===== src/hdl/dfm_pkg.sv =====
`default_nettype none

package dfm_pkg;

  localparam int unsigned ValueW = 16;
  localparam int unsigned CountW = 3;
  localparam int unsigned CharW  = 6;
  localparam int unsigned DigitW = 4;
  localparam int unsigned LimitW = 17;
  localparam int unsigned BitCntW = 4;

  localparam logic [CharW-1:0] AsciiZero  = 6'd48;
  localparam logic [CharW-1:0] AsciiSpace = 6'd32;

  // Largest value that fits a field of one to five digits.
  localparam logic [LimitW-1:0] FieldLimit [5] = '{
    17'd9, 17'd99, 17'd999, 17'd9999, 17'd99999
  };

  typedef enum logic [1:0] {
    StIdle,
    StConv,
    StEmit
  } dfm_state_e;

  // Control shared by every digit cell of the converter row.
  typedef struct packed {
    logic clear;
    logic shift;
  } dfm_cell_ctrl_t;

endpackage

`default_nettype wire


===== src/hdl/dfm_in_if.sv =====
`default_nettype none

interface dfm_in_if;
  logic        valid;
  logic        ready;
  logic [15:0] value;
  logic [2:0]  digit_count;

  modport source (output valid, output value, output digit_count, input ready);
  modport sink   (input valid, input value, input digit_count, output ready);
endinterface

`default_nettype wire


===== src/hdl/dfm_out_if.sv =====
`default_nettype none

interface dfm_out_if;
  logic       valid;
  logic       ready;
  logic [5:0] character;
  logic       last;

  modport source (output valid, output character, output last, input ready);
  modport sink   (input valid, input character, input last, output ready);
endinterface

`default_nettype wire


===== src/hdl/dfm_bcd_cell.sv =====
`default_nettype none

module dfm_bcd_cell (
  input  wire logic                      clk_i,
  input  wire logic                      rst_ni,
  input  wire dfm_pkg::dfm_cell_ctrl_t   ctrl_i,
  input  wire logic                      bit_i,
  output logic                           bit_o,
  output logic [dfm_pkg::DigitW-1:0]     digit_o
);

  logic [dfm_pkg::DigitW-1:0] digit_q, digit_d, adj;

  // Add three before the shift so the digit carries out at ten.
  always_comb begin
    adj = (digit_q >= 4'd5) ? digit_q + 4'd3 : digit_q;
    bit_o = adj[3];
    digit_d = digit_q;
    if (ctrl_i.clear) begin
      digit_d = '0;
    end else if (ctrl_i.shift) begin
      digit_d = {adj[2:0], bit_i};
    end
  end

  always_ff @(posedge clk_i or negedge rst_ni) begin
    if (!rst_ni) begin
      digit_q <= '0;
    end else begin
      digit_q <= digit_d;
    end
  end

  assign digit_o = digit_q;

endmodule

`default_nettype wire


===== src/hdl/decimal_field_formatter.sv =====
`default_nettype none

// Channel  Direction  Payload                          Meaning
// in_i     sink       value[15:0], digit_count[2:0]    number and field width
// out_o    source     character[5:0], last             one ASCII character per request
//
// An input request is taken only while the block is idle. It then shifts all
// sixteen bits of the saturated value, one bit a cycle, through the row of
// BCD digit cells, and then offers one character per cycle while out_o.ready
// is high. A zero width is taken and yields no characters. The output payload
// holds steady while out_o.ready is low. Reset (rst_ni, asynchronous, active
// low) returns to idle.

module decimal_field_formatter #(
  parameter int unsigned MAX_DIGITS = 5
) (
  input  wire logic clk_i,
  input  wire logic rst_ni,
  dfm_in_if.sink    in_i,
  dfm_out_if.source out_o
);

  localparam int unsigned IdxW = (MAX_DIGITS > 1) ? $clog2(MAX_DIGITS) : 1;

  dfm_pkg::dfm_state_e state_q, state_d;

  logic [dfm_pkg::ValueW-1:0]  value_q, value_d;
  logic [dfm_pkg::BitCntW-1:0] bit_cnt_q, bit_cnt_d;
  logic [IdxW-1:0]             idx_q, idx_d;
  logic                        shown_q, shown_d;

  logic                        in_take;
  logic                        out_take;
  logic [dfm_pkg::CountW-1:0]  width_eff;
  logic [dfm_pkg::LimitW-1:0]  limit;
  logic [dfm_pkg::ValueW-1:0]  value_sat;

  dfm_pkg::dfm_cell_ctrl_t     cell_ctrl;
  logic [dfm_pkg::DigitW-1:0]  digits [MAX_DIGITS];
  logic                        carry  [MAX_DIGITS];

  logic [dfm_pkg::DigitW-1:0]  cur_digit;
  logic                        show_digit;

  assign in_take  = in_i.valid && in_i.ready;
  assign out_take = out_o.valid && out_o.ready;

  // Widths above the number of cells fall back to the full row.
  assign width_eff = (in_i.digit_count > dfm_pkg::CountW'(MAX_DIGITS))
                   ? dfm_pkg::CountW'(MAX_DIGITS) : in_i.digit_count;

  // Saturate to the largest number that fits the field. A zero width is
  // caught by the state machine, so its table entry is never used.
  assign limit     = dfm_pkg::FieldLimit[width_eff - 3'd1];
  assign value_sat = ({1'b0, in_i.value} > limit) ? limit[dfm_pkg::ValueW-1:0]
                                                  : in_i.value;

  // Next state.
  always_comb begin
    state_d = state_q;
    case (state_q)
      dfm_pkg::StIdle: begin
        if (in_take && (width_eff != '0)) begin
          state_d = dfm_pkg::StConv;
        end
      end
      dfm_pkg::StConv: begin
        if (bit_cnt_q == '0) begin
          state_d = dfm_pkg::StEmit;
        end
      end
      dfm_pkg::StEmit: begin
        if (out_take && (idx_q == '0)) begin
          state_d = dfm_pkg::StIdle;
        end
      end
      default: begin
        state_d = dfm_pkg::StIdle;
      end
    endcase
  end

  // Outputs and datapath control.
  always_comb begin
    in_i.ready      = 1'b0;
    out_o.valid     = 1'b0;
    cell_ctrl.clear = 1'b0;
    cell_ctrl.shift = 1'b0;
    value_d   = value_q;
    bit_cnt_d = bit_cnt_q;
    idx_d     = idx_q;
    shown_d   = shown_q;
    case (state_q)
      dfm_pkg::StIdle: begin
        in_i.ready = 1'b1;
        if (in_take) begin
          cell_ctrl.clear = 1'b1;
          value_d   = value_sat;
          bit_cnt_d = dfm_pkg::BitCntW'(dfm_pkg::ValueW - 1);
          idx_d     = IdxW'(width_eff - 3'd1);
          shown_d   = 1'b0;
        end
      end
      dfm_pkg::StConv: begin
        cell_ctrl.shift = 1'b1;
        value_d   = {value_q[dfm_pkg::ValueW-2:0], 1'b0};
        bit_cnt_d = bit_cnt_q - 4'd1;
      end
      dfm_pkg::StEmit: begin
        out_o.valid = 1'b1;
        if (out_take) begin
          shown_d = show_digit;
          if (idx_q != '0) begin
            idx_d = idx_q - 1'b1;
          end
        end
      end
      default: begin
        in_i.ready = 1'b0;
      end
    endcase
  end

  always_ff @(posedge clk_i or negedge rst_ni) begin
    if (!rst_ni) begin
      state_q <= dfm_pkg::StIdle;
    end else begin
      state_q <= state_d;
    end
  end

  always_ff @(posedge clk_i) begin
    value_q   <= value_d;
    bit_cnt_q <= bit_cnt_d;
    idx_q     <= idx_d;
    shown_q   <= shown_d;
  end

  // Row of BCD cells: the value enters cell zero MSB first, and each cell
  // passes its carry to the next more significant digit.
  assign carry[0] = value_q[dfm_pkg::ValueW-1];

  for (genvar i = 0; i < MAX_DIGITS; i++) begin : g_cell
    if (i < MAX_DIGITS - 1) begin : g_mid
      dfm_bcd_cell u_cell (
        .clk_i  (clk_i),
        .rst_ni (rst_ni),
        .ctrl_i (cell_ctrl),
        .bit_i  (carry[i]),
        .bit_o  (carry[i+1]),
        .digit_o(digits[i])
      );
    end else begin : g_top
      dfm_bcd_cell u_cell (
        .clk_i  (clk_i),
        .rst_ni (rst_ni),
        .ctrl_i (cell_ctrl),
        .bit_i  (carry[i]),
        .bit_o  (),
        .digit_o(digits[i])
      );
    end
  end

  // Leading zeros print as spaces; the units digit always prints.
  assign cur_digit  = digits[idx_q];
  assign show_digit = shown_q || (cur_digit != '0) || (idx_q == '0);

  assign out_o.character = show_digit
                         ? dfm_pkg::AsciiZero + {2'b00, cur_digit}
                         : dfm_pkg::AsciiSpace;
  assign out_o.last      = (idx_q == '0);

endmodule

`default_nettype wire


===== src/flat_wrapper.sv =====
// flat-port wrapper written by rule: the top's interface ports become plain ports
module decimal_field_formatter_flat 
#(
  parameter int unsigned MAX_DIGITS = 5
)
  (clk_i, rst_ni, in_i_valid, in_i_value, in_i_digit_count, in_i_ready, out_o_valid, out_o_character, out_o_last, out_o_ready);
  dfm_in_if in_i_i ();
  dfm_out_if out_o_i ();
  input  wire logic clk_i;
  input  wire logic rst_ni;
  input wire logic [$bits(in_i_i.valid)-1:0] in_i_valid;
  input wire logic [$bits(in_i_i.value)-1:0] in_i_value;
  input wire logic [$bits(in_i_i.digit_count)-1:0] in_i_digit_count;
  output wire logic [$bits(in_i_i.ready)-1:0] in_i_ready;
  output wire logic [$bits(out_o_i.valid)-1:0] out_o_valid;
  output wire logic [$bits(out_o_i.character)-1:0] out_o_character;
  output wire logic [$bits(out_o_i.last)-1:0] out_o_last;
  input wire logic [$bits(out_o_i.ready)-1:0] out_o_ready;
  assign in_i_i.valid = in_i_valid;
  assign in_i_i.value = in_i_value;
  assign in_i_i.digit_count = in_i_digit_count;
  assign in_i_ready = in_i_i.ready;
  assign out_o_valid = out_o_i.valid;
  assign out_o_character = out_o_i.character;
  assign out_o_last = out_o_i.last;
  assign out_o_i.ready = out_o_ready;
  decimal_field_formatter #(.MAX_DIGITS(MAX_DIGITS)) u_core (.clk_i(clk_i), .rst_ni(rst_ni), .in_i(in_i_i), .out_o(out_o_i));
endmodule

===== config.mk =====
export PLATFORM = sky130hd
export DESIGN_NAME = decimal_field_formatter_flat
export DESIGN_NICKNAME = d
export VERILOG_FILES = /design/src/hdl/dfm_pkg.sv /design/src/hdl/dfm_in_if.sv /design/src/hdl/dfm_out_if.sv /design/src/hdl/dfm_bcd_cell.sv /design/src/hdl/decimal_field_formatter.sv /design/src/flat_wrapper.sv
export SDC_FILE = /design/constraint.sdc
export NUM_CORES = 1
export LEC_CHECK = 0
export BUFFER_PORTS_ARGS = -buffer_cell sky130_fd_sc_hd__buf_4
export CELL_PAD_IN_SITES_DETAIL_PLACEMENT = 2
export CELL_PAD_IN_SITES_GLOBAL_PLACEMENT = 2
export CORE_AREA = 3 3 87 106
export DETAILED_ROUTE_END_ITERATION = 16
export DIE_AREA = 0 0 90 109
export GPL_TIMING_DRIVEN = 0
export PLACE_DENSITY_LB_ADDON = 0.1
export RECOVER_POWER = 25
export SYNTH_ARGS = -nofsm -noshare
export SYNTH_HDL_FRONTEND = slang
export SYNTH_SLANG_ARGS = --single-unit

===== constraint.sdc =====
create_clock -name clk_i -period 2.8 [get_ports clk_i]
set_input_delay 0.28 -clock clk_i [delete_from_list [all_inputs] [get_ports clk_i]]
set_output_delay 0.28 -clock clk_i [all_outputs]
set_load 0.005 [all_outputs]

## Yosys cells after proc, flatten, opt, wreduce, memory -nomap -nowiden

Memories as Yosys holds them, arrays and structs flattened.
Cells that the tools add are included.

| word-level totals | value |
|---|---|
| ROM bits | 136 |
| register bits | 46 |
| input bits | 23 |
| memories kept | 1 |
| output and inout port bits | 9 |
| logic and storage cells | 101 |

Memories:

| memory | depth | bits a word | rd ports | clocked after memory_dff | write ports | line | text |
|---|---|---|---|---|---|---|---|
| (name not given) | 8 | 17 | 1 | 0 | 0 | decimal_field_formatter.sv:54 | `assign limit = dfm_pkg::FieldLimit[width_eff - 3'd1];` |

| operators by class | value |
|---|---|
| bitwise gates (word level) | 2 |
| reduce and logical (&&, ||, !) cells | 19 |
| muxes and demuxes | 43 |
| equality and inequality tests | 8 |
| magnitude comparators | 9 |
| $add $sub $neg | 9 |

Operator list:

| kind | count |
|---|---|
| 2-to-1 mux 4 bit | 17 |
| 2-to-1 mux 17 bit | 2 |
| 2-to-1 mux 16 bit | 2 |
| case mux 16 bit (2 select lines) | 1 |
| >= comparator 4 x 3 -> 1 bit, second input constant | 5 |
| > comparator 16 x 17 -> 1 bit | 1 |
| adder 4 x 2 -> 4 bit, second input constant | 4 |
| 2-to-1 mux 3 bit | 5 |
| binary-select mux 4 bit (select 3 bit) | 1 |
| != test 2 x 1 -> 1 bit, second input constant | 6 |
| >= comparator 4 bit, second input constant | 2 |
| NOT 3 -> 4 bit | 2 |
| case mux 4 bit (2 select lines) | 1 |
| 2-to-1 mux 1 bit | 7 |
| adder 5 x 5 -> 6 bit, first input constant | 1 |
| 2-to-1 mux 2 bit | 3 |
| 2-to-1 mux 6 bit | 1 |
| case mux 2 bit (3 select lines) | 1 |
| case mux 3 bit (2 select lines) | 1 |
| AND reduction 3 bit | 2 |
| nonzero test 2 bit | 3 |
| nonzero test 3 bit | 2 |
| subtractor 3 x 1 -> 3 bit, second input constant | 2 |
| logical AND 1 bit | 4 |
| 13 further kinds | 14 |

## Logic depth before layout (Yosys ltp)

Gate-level depths: netlist of run 1.

| depth | value |
|---|---|
| depth in word-level cells | 11 |
| mapped depth | 11 |
| gate-level depth less buffers | 10 |

## Hierarchy

Synthesis of run 1 repeated with hierarchy kept, for this count alone.

| second synthesis, totals | value |
|---|---|
| cells, all modules | 342 |
| area, all modules | 3311.9 um2 |

By module, submodules not included:

| module | area an instance (um2) | seq. area each (um2) | cells an instance | times used |
|---|---|---|---|---|
| decimal_field_formatter | 2004.4 | 770.7 | 207 | 1 |
| dfm_bcd_cell | 261.5 | 100.1 | 27 | 5 |

## Worst setup path before layout of run 1

No wires, ideal clock.

| timing | value |
|---|---|
| path type | in2reg |
| start point | input in_i_digit_count[2] |
| end point | register u_core.value_q[5] in the netlist's numbering (data pin) |
| slack | -242 ps |
| stages on the path | 11 |
| required time | 2528 ps |
| arrival time | 2770 ps |
| buffers on the path | 1 |
| library setup time | 272 ps |
| cell sequence | buf_6 > nand2b_1 > inv_1 > ha_1 > or3_1 > ha_1 > nand4bb_1 > o21ai_0 > a311oi_2 > a21oi_2 > o211ai_1 |

| between the ends | value |
|---|---|
| longest elaborated chain between the ends | 11 |

RTL lines:

| what | line | text |
|---|---|---|
| start, declared | flat_wrapper.sv:13 | `input wire logic [$bits(in_i_i.digit_count)-1:0] in_i_digit_count;` |
| > comparator 3 bit | decimal_field_formatter.sv:49 | `assign width_eff = (in_i.digit_count > dfm_pkg::CountW'(MAX_DIGITS))` |
| 2-to-1 mux 3 bit (*) | decimal_field_formatter.sv:50 | `? dfm_pkg::CountW'(MAX_DIGITS) : in_i.digit_count;` |
| subtractor 3 x 1 -> 3 bit (*) | decimal_field_formatter.sv:54 |  |
| NOT 3 -> 4 bit (not written as such) (*) | decimal_field_formatter.sv:54 |  |
| memory (8 x 17 bit) (*) | n/a |  |
| 2-to-1 mux 17 bit (not written as such) (*) (2 in series) | decimal_field_formatter.sv:54 |  |
| > comparator 16 x 17 -> 1 bit | decimal_field_formatter.sv:55 | `assign value_sat = ({1'b0, in_i.value} > limit) ? limit[dfm_pkg::ValueW-1:0]` |
| 2-to-1 mux 16 bit (*) | decimal_field_formatter.sv:55 |  |
| 2-to-1 mux 16 bit (*) | decimal_field_formatter.sv:96 | `if (in_take) begin` |
| case mux 16 bit (2 select lines) (*) | decimal_field_formatter.sv:93 | `case (state_q)` |
| named net u_core.value_d (one bit) | decimal_field_formatter.sv:27 | `logic [dfm_pkg::ValueW-1:0] value_q, value_d;` |
| end signal, assigned | decimal_field_formatter.sv:133 | `value_q <= value_d;` |
| end, declared | decimal_field_formatter.sv:27 |  |

Mark *: on every way through the listed nets, which the timed path passes. The rest lies on a longest branch. The select of a mux whose other input is x is not followed.
A chain may end at the register's enable or synchronous reset.

## Final worst setup path of run 1

| timing | value |
|---|---|
| start point | input in_i_digit_count[1] |
| end point | register u_core.value_q[8] in the netlist's numbering (data pin) |

Same word-level chain as after synthesis.

==> results of run 1 <==
==> critical path, delay by kind of cell <==
kind | cells | cell delay, ns
buf+inv | 1 | 0.15
compound gates | 6 | 1.56
fa+ha+maj | 2 | 0.53
simple gates | 1 | 0.38
==> worst min path at each step <==
stage	depth (start not counted)	slack [ns]	from	to
5_1_grt	2	0.26	in_i_value[0]	u_core.value_q[0]
6_report	2	0.26	in_i_value[0]	u_core.value_q[0]
4_1_cts	2	0.26	in_i_value[0]	u_core.value_q[0]
3_3_place_gp	1	0.20	rst_ni	u_core.g_cell[3].g_mid.u_cell.digit_o[1]
2_1_floorplan	0	-0.02	rst_ni	u_core.g_cell[0].g_mid.u_cell.digit_o[0]
3_5_place_dp	1	0.20	rst_ni	u_core.g_cell[3].g_mid.u_cell.digit_o[1]
==> cells by family (layout without fill, tap and decap cells) <==
group,Yosys count,in the layout,share of synthesized area
DFF,46,46,0.405
xor gates and xnor gates,12,12,0.0335
muxes,14,14,0.0463
other,1,1,0.00120
and+or+nand+nor,90,90,0.141
buffers and inverters,37,82,0.0526
adders and majority gates,24,24,0.0957
AOI/OAI and AO/OA,98,99,0.224
==> per-layer routing <==
metal	global-route usage	part of all wire	up-vias
met5	0	0	-
met4	0.0591	0.019	0
met3	0.0242	0.022	12
met2	0.398	0.54	50
met1	0.239	0.41	1392
li1	-	-	1296
==> placed cells by master (no fill, tap or decap), types with 7 or more instances in the layout <==
cell type,netlist,layout
clkbuf_1,10,11
nand2_1,31,31
ha_1,24,21
nand2b_1,9,8
inv_1,19,18
nor2_1,22,21
buf_4,2,37
dfrtp_1,22,22
xnor2_1,7,7
mux2i_1,10,9
a21oi_1,17,16
o21ai_0,17,14
edfxtp_1,24,24
==> flip-flops by register name, summed over array words and instances (netlist names) <==
name,flops
u_core.shown_q,1
u_core.g_cell.g_mid.u_cell.digit_o,16
u_core.bit_cnt_q,4
u_core.state_q,2
u_core.g_cell.g_top.u_cell.digit_o,4
u_core.idx_q,3
u_core.value_q,16
==> through the flow <==
| step | setup TNS, ns | area (um2) | utilization |
|---|---|---|---|
| after global routing | -0.230 | 3860 | 0.470 |
| after detailed placement | -8.17 | 3540 | 0.431 |
| after floorplan | -0.0483 | 3180 | - |
| final | 0 | 3860 | 0.470 |
| after CTS | 0 | 3730 | 0.455 |
| after global placement | -17.96 | 3540 | 0.431 |
==> power by group through the flow <==
| stage | Combinational (W) | Sequential, W | Clock, W |
|---|---|---|---|
| floorplan | 0.00120 | 0.00126 | 0 |
| global placement | 0.00165 | 0.00132 | 0 |
| detailed placement | 0.00173 | 0.00133 | 0 |
| CTS | 0.00178 | 0.00132 | 0.000455 |
| global route | 0.00202 | 0.00136 | 0.000486 |
| finish | 0.00179 | 0.00131 | 0.000448 |
==> layout make-up <==
| type | instances | area, um2 |
|---|---|---|
| multi-input cells | 240 | 1900 |
| inverters | 19 | 71.3 |
| repair buffers | 37 | 277 |
| clock buffers | 6 | 82.6 |
| well taps | 114 | 143 |
| plain buffers | 18 | 101 |
| clock inverters | 2 | 12.5 |
| flip-flops and latches | 46 | 1270 |
| fillers | 917 | 4340 |
==> repair_timing <==
item,in CTS,in global routing
cloned,1,0
setup endpoints to repair,16,16
hold buffers,1,0
gates resized for setup,10,19
endpoints found under the hold margin,22,0
pin swaps,4,7
buffers inserted,1,6
==> impl_metrics.yaml, run 1 <==
sta:
  setup_viol: 0
  hold_slack_ns: 0.258
  period_needed_ns: 2.79
  hold_viol: 0
  setup_ws_ns: 0.0140
  fin_skew_ns: 0.00947
  slew_headroom: 0.0951
  period_share: 0.995
  drv_slew: 0
  max_freq_mhz: 359
  tightest_slew_ns: 1.36
placed_design:
  gp_congestion: 0.786
  hpwl_um: 7250
  post-place-ws_ns: -0.575
  numPortBuffers: 29
  dp.cells: 465
final_layout:
  final_layout_size_suffix_gt1_frac: 0.228
  nets: 414
  area.growth.synth_to_final_pct: 22.9
  final_cells: 482
  diodes: 0
critical_path:
  rr_startpoint: "u_core.state_q[0]"
  critPathKind: "in -> reg"
  path_cells: "buf_4 -> a21o_1 -> ha_4 -> or3_4 -> ha_4 -> a21oi_1 -> o21ai_4 -> a311o_1 -> o2111a_2 -> a211oi_1"
  crit_arrival_ns: 2.90
  r2r_setup_slack_ns: 0.25
  endpoint: "u_core.value_q[8]"
  critical_path.max_stage_delay_ns: 0.45
  cp.required_ns: 2.92
  slowest_stage: "a311o_1"
  cp_max_fo: 8
  endpoint_kind: "register"
  startpoint: "in_i_digit_count[1]"
  r2r_end: "u_core.bit_cnt_q[3]"
  cp-start-kind: "input port"
  cpMostUsedCell: "ha_4"
  ff2ff_path_depth: 6
logic_synthesis:
  synthArstFlopShare: 0.478
  yosysUniqueCellTypes: 60
  ys.flop_type: "edfxtp_1"
  synth-seq-cells: 46
  syn_area_per_cell_um2: 9.75
  synth.top_cell.area_share: 0.230
  yosysWarnings: 0
  netlist_top_cells_count: "nand2_1, edfxtp_1, ha_1"
  yosys.area.top_type: "edfxtp_1"
  synth-seq-area-share: 0.405
  synthCells: 322
  syn_nets: 369
  synth-edff-count: 24
  netlist_area_mm2: 0.00314
  synth.most_common_cell: "nand2_1"
  netlist_top_cells_area: "edfxtp_1, dfrtp_1, ha_1"
power:
  power.switching_w: 0.00153
  cellPowerDensity_mw_per_mm2: 920
  pwr-share-comb: 0.504
  p_leak_nw: 1.57
  intPower_w: 0.00202
  p_total_w: 0.00355
  seqPwrFrac: 0.370
  pwr-share-clk: 0.126
  switching_share: 0.432
  ir_drop_mv: 0.360
die:
  num_rows: 36
  coreArea_mm2: 0.00820
  initial_core_util: 0.383
  io_pins: 32
  die_x_um: 90
  dieArea_mm2: 0.00981
  die_h_um: 109
clock_tree:
  cts-htree-levels: 2
  root_buffer: "clkbuf_8"
  clock_latency_ns: 0.30
  cts_tree: "built"
  cts_buffers: 5
  clock_sinks: 46
  cts.path.max_buffers: 2
  clk_pin_slew_ns: 0.09
min_path:
  min_path_type: "in -> reg"
global_route:
  grt_usage: 0.206
  antenna_found_initial: 0
  grt_pass1_vias: 2961
  grt_max_degree: 30
  grt_overflow: 0
  grt_first_pass_wirelength_um: 15700
drt:
  drtAntennaViolNets: 0
  vias_per_cell: 5.71
  drt_iter0_markers: 71
  drcViolationCount: 0
  vias: 2750
  routed_wl_um: 10000
  drtPass1Iterations: 4
  drt-wirelength-per-cell_um: 20.8
status:
  outcome: "completed"
job:
  maxCapViolations: 0
No activity file was read; power rests on OpenSTA's default activity.
==> run 2: changes to the inputs <==
- ABC_AREA: unset -> 1
- CORE_AREA: 3 3 87 106 -> 3 3 91 110
- DIE_AREA: 0 0 90 109 -> 0 0 94 113
==> impl_metrics.yaml, run 2 <==
placed_design:
  gp_congestion: 0.834
  post-place-ws_ns: -0.229
  hpwl_um: 7480
  place_area_mm2: 0.00350
  numPortBuffers: 30
drt:
  vias: 2821
  drtPass1Iterations: 4
  drt-wirelength-per-cell_um: 16.8
  routed_wl_um: 9390
  drtAntennaViolNets: 0
  drt_iter0_markers: 63
  vias_per_cell: 5.06
  drcViolationCount: 0
critical_path:
  crit_arrival_ns: 2.51
  cp_max_fo: 10
  rr_startpoint: "u_core.state_q[0]"
  cp.required_ns: 2.84
  ff2ff_path_depth: 3
  startpoint: "in_i_digit_count[2]"
  cp-start-kind: "input port"
  critPathKind: "in -> reg"
  endpoint_kind: "register"
sta:
  rsz0062_at_grt: "no"
  setup_ws_ns: 0.332
  period_share: 0.881
  max_freq_mhz: 405
  tightest_slew_ns: 1.37
  hold_slack_ns: 0.286
  hold_viol: 0
  setup_viol: 0
  drv_slew: 0
  slew_headroom: 0.0900
  fin_skew_ns: 0.0148
  period_needed_ns: 2.47
  finalSetupTns_ns: 0
logic_synthesis:
  synthArstFlopShare: 0.478
  ys.flop_type: "edfxtp_1"
  netlist_area_mm2: 0.00312
  synthCells: 399
  syn_nets: 446
  netlist_top_cells_area: "edfxtp_1, dfrtp_1, nand2_1"
  synth-seq-area-share: 0.407
  yosysUniqueCellTypes: 29
  synth.most_common_cell: "nand2_1"
  synth-seq-cells: 46
  yosysWarnings: 0
  synth-edff-count: 24
  netlist_top_cells_count: "nand2_1, inv_1, nand3_1"
  synth.top_cell.area_share: 0.231
  yosys.area.top_type: "edfxtp_1"
  syn_area_per_cell_um2: 7.82
power:
  pwr-share-comb: 0.462
  pwr-share-clk: 0.140
  ir_drop_mv: 0.332
  switching_share: 0.448
  seqPwrFrac: 0.398
  cellPowerDensity_mw_per_mm2: 869
  intPower_w: 0.00173
  p_total_w: 0.00313
  p_leak_nw: 1.67
  power.switching_w: 0.00140
global_route:
  grt_max_degree: 30
  antenna_found_initial: 0
  grt_first_pass_wirelength_um: 15600
  grt_pass1_vias: 3075
  grt_usage: 0.187
  grt_overflow: 0
min_path:
  min_path_type: "in -> reg"
  hp-start: "in_i_value[11]"
  min_path_cells: 3
clock_tree:
  cts_tree: "built"
  cts-htree-levels: 2
  cts.path.max_buffers: 2
  root_buffer: "clkbuf_8"
  clock_sinks: 46
  cts_buffers: 5
  clk_pin_slew_ns: 0.10
  clock_latency_ns: 0.30
job:
  maxCapViolations: 0
status:
  outcome: "completed"
final_layout:
  nets: 484
  fin_area_mm2: 0.00360
  final_layout_size_suffix_gt1_frac: 0.155
  final_cell_mix: "nand2_1, inv_1, nand3_1"
  diodes: 0
  layout_commonest_cell: "nand2_1"
  area.growth.synth_to_final_pct: 15.4
die:
  die_h_um: 113
  die_x_um: 94
  initial_core_util: 0.345
  io_pins: 32
  coreArea_mm2: 0.00903
  num_rows: 38
  dieArea_mm2: 0.0106
## run 2: power groups by stage
| stage | Combinational, W | Sequential, W | Clock (W) |
|---|---|---|---|
| 2_1_floorplan | 0.000955 | 0.00120 | 0 |
| 3_3_place_gp | 0.00142 | 0.00125 | 0 |
| 3_5_place_dp | 0.00148 | 0.00126 | 0 |
| 4_1_cts | 0.00149 | 0.00125 | 0.000451 |
| 5_1_grt | 0.00166 | 0.00128 | 0.000483 |
| 6_report | 0.00145 | 0.00125 | 0.000439 |
## run 2: per-stage QoR
step / utilization / std cells
after global routing: 0.399 / 558
after detailed placement: 0.387 / 549
final: 0.399 / 558
after CTS: 0.398 / 558
after floorplan: - / 399
after global placement: 0.387 / 549
## run 2: final timing paths
kind,endpoint,slack (ns)
worst max-delay path,u_core.value_q[15],0.33
worst min-delay path,u_core.value_q[11],0.29
worst max register to register,u_core.idx_q[2],0.83
worst min register to register,u_core.value_q[13],0.54
max in group asynchronous,u_core.g_cell[2].g_mid.u_cell.digit_o[1],1.17
min in group asynchronous,u_core.g_cell[0].g_mid.u_cell.digit_o[3],0.81
## run 2: cell families (layout without fill, tap and decap cells)
group	after synthesis	in the layout	share of synthesized area
DFF	46	46	0.407
and+or+nand+nor	191	191	0.280
buffers and inverters	73	112	0.0950
other	1	1	0.00120
AOI/OAI and AO/OA	60	60	0.109
xor gates and xnor gates	4	4	0.0112
adders and majority gates	24	24	0.0962
## run 2: routing by layer
layer,global-route usage,vias up,share of wire
li1,-,1379,-
met4,0.0289,0,0.0051
met5,0,-,0
met3,0.0226,5,0.020
met2,0.372,33,0.57
met1,0.210,1404,0.41
## run 2: critical path, stage by stage
cell and delay [ns]:
buf_4 0.12, inv_2 0.05, o21ai_1 0.21, ha_1 0.28, nor2_1 0.18, inv_1 0.07
ha_1 0.29, nand2_1 0.08, nor2_2 0.17, nand2_1 0.07, inv_1 0.05, nand2_1 0.04
nand2_1 0.07, nand2_2 0.07, nand2_4 0.10, nand2_4 0.08, buf_6 0.15, nand3_1 0.08
nand2_1 0.08
## run 2: timing repair
action,in CTS,in global routing
gates resized for setup,0,3
endpoints found under the setup margin,0,15
hold buffers,1,0
hold endpoints to repair,22,0
buffers inserted,0,0
## run 2: final cells by class
cell class | instances | area [um2]
plain buffers | 11 | 62.6
repair buffers | 31 | 231
multi-input cells | 280 | 1560
inverters | 62 | 235
flip-flops and latches | 46 | 1270
fillers | 1095 | 5430
clock inverters | 3 | 23.8
well taps | 120 | 150
clock buffers | 5 | 68.8
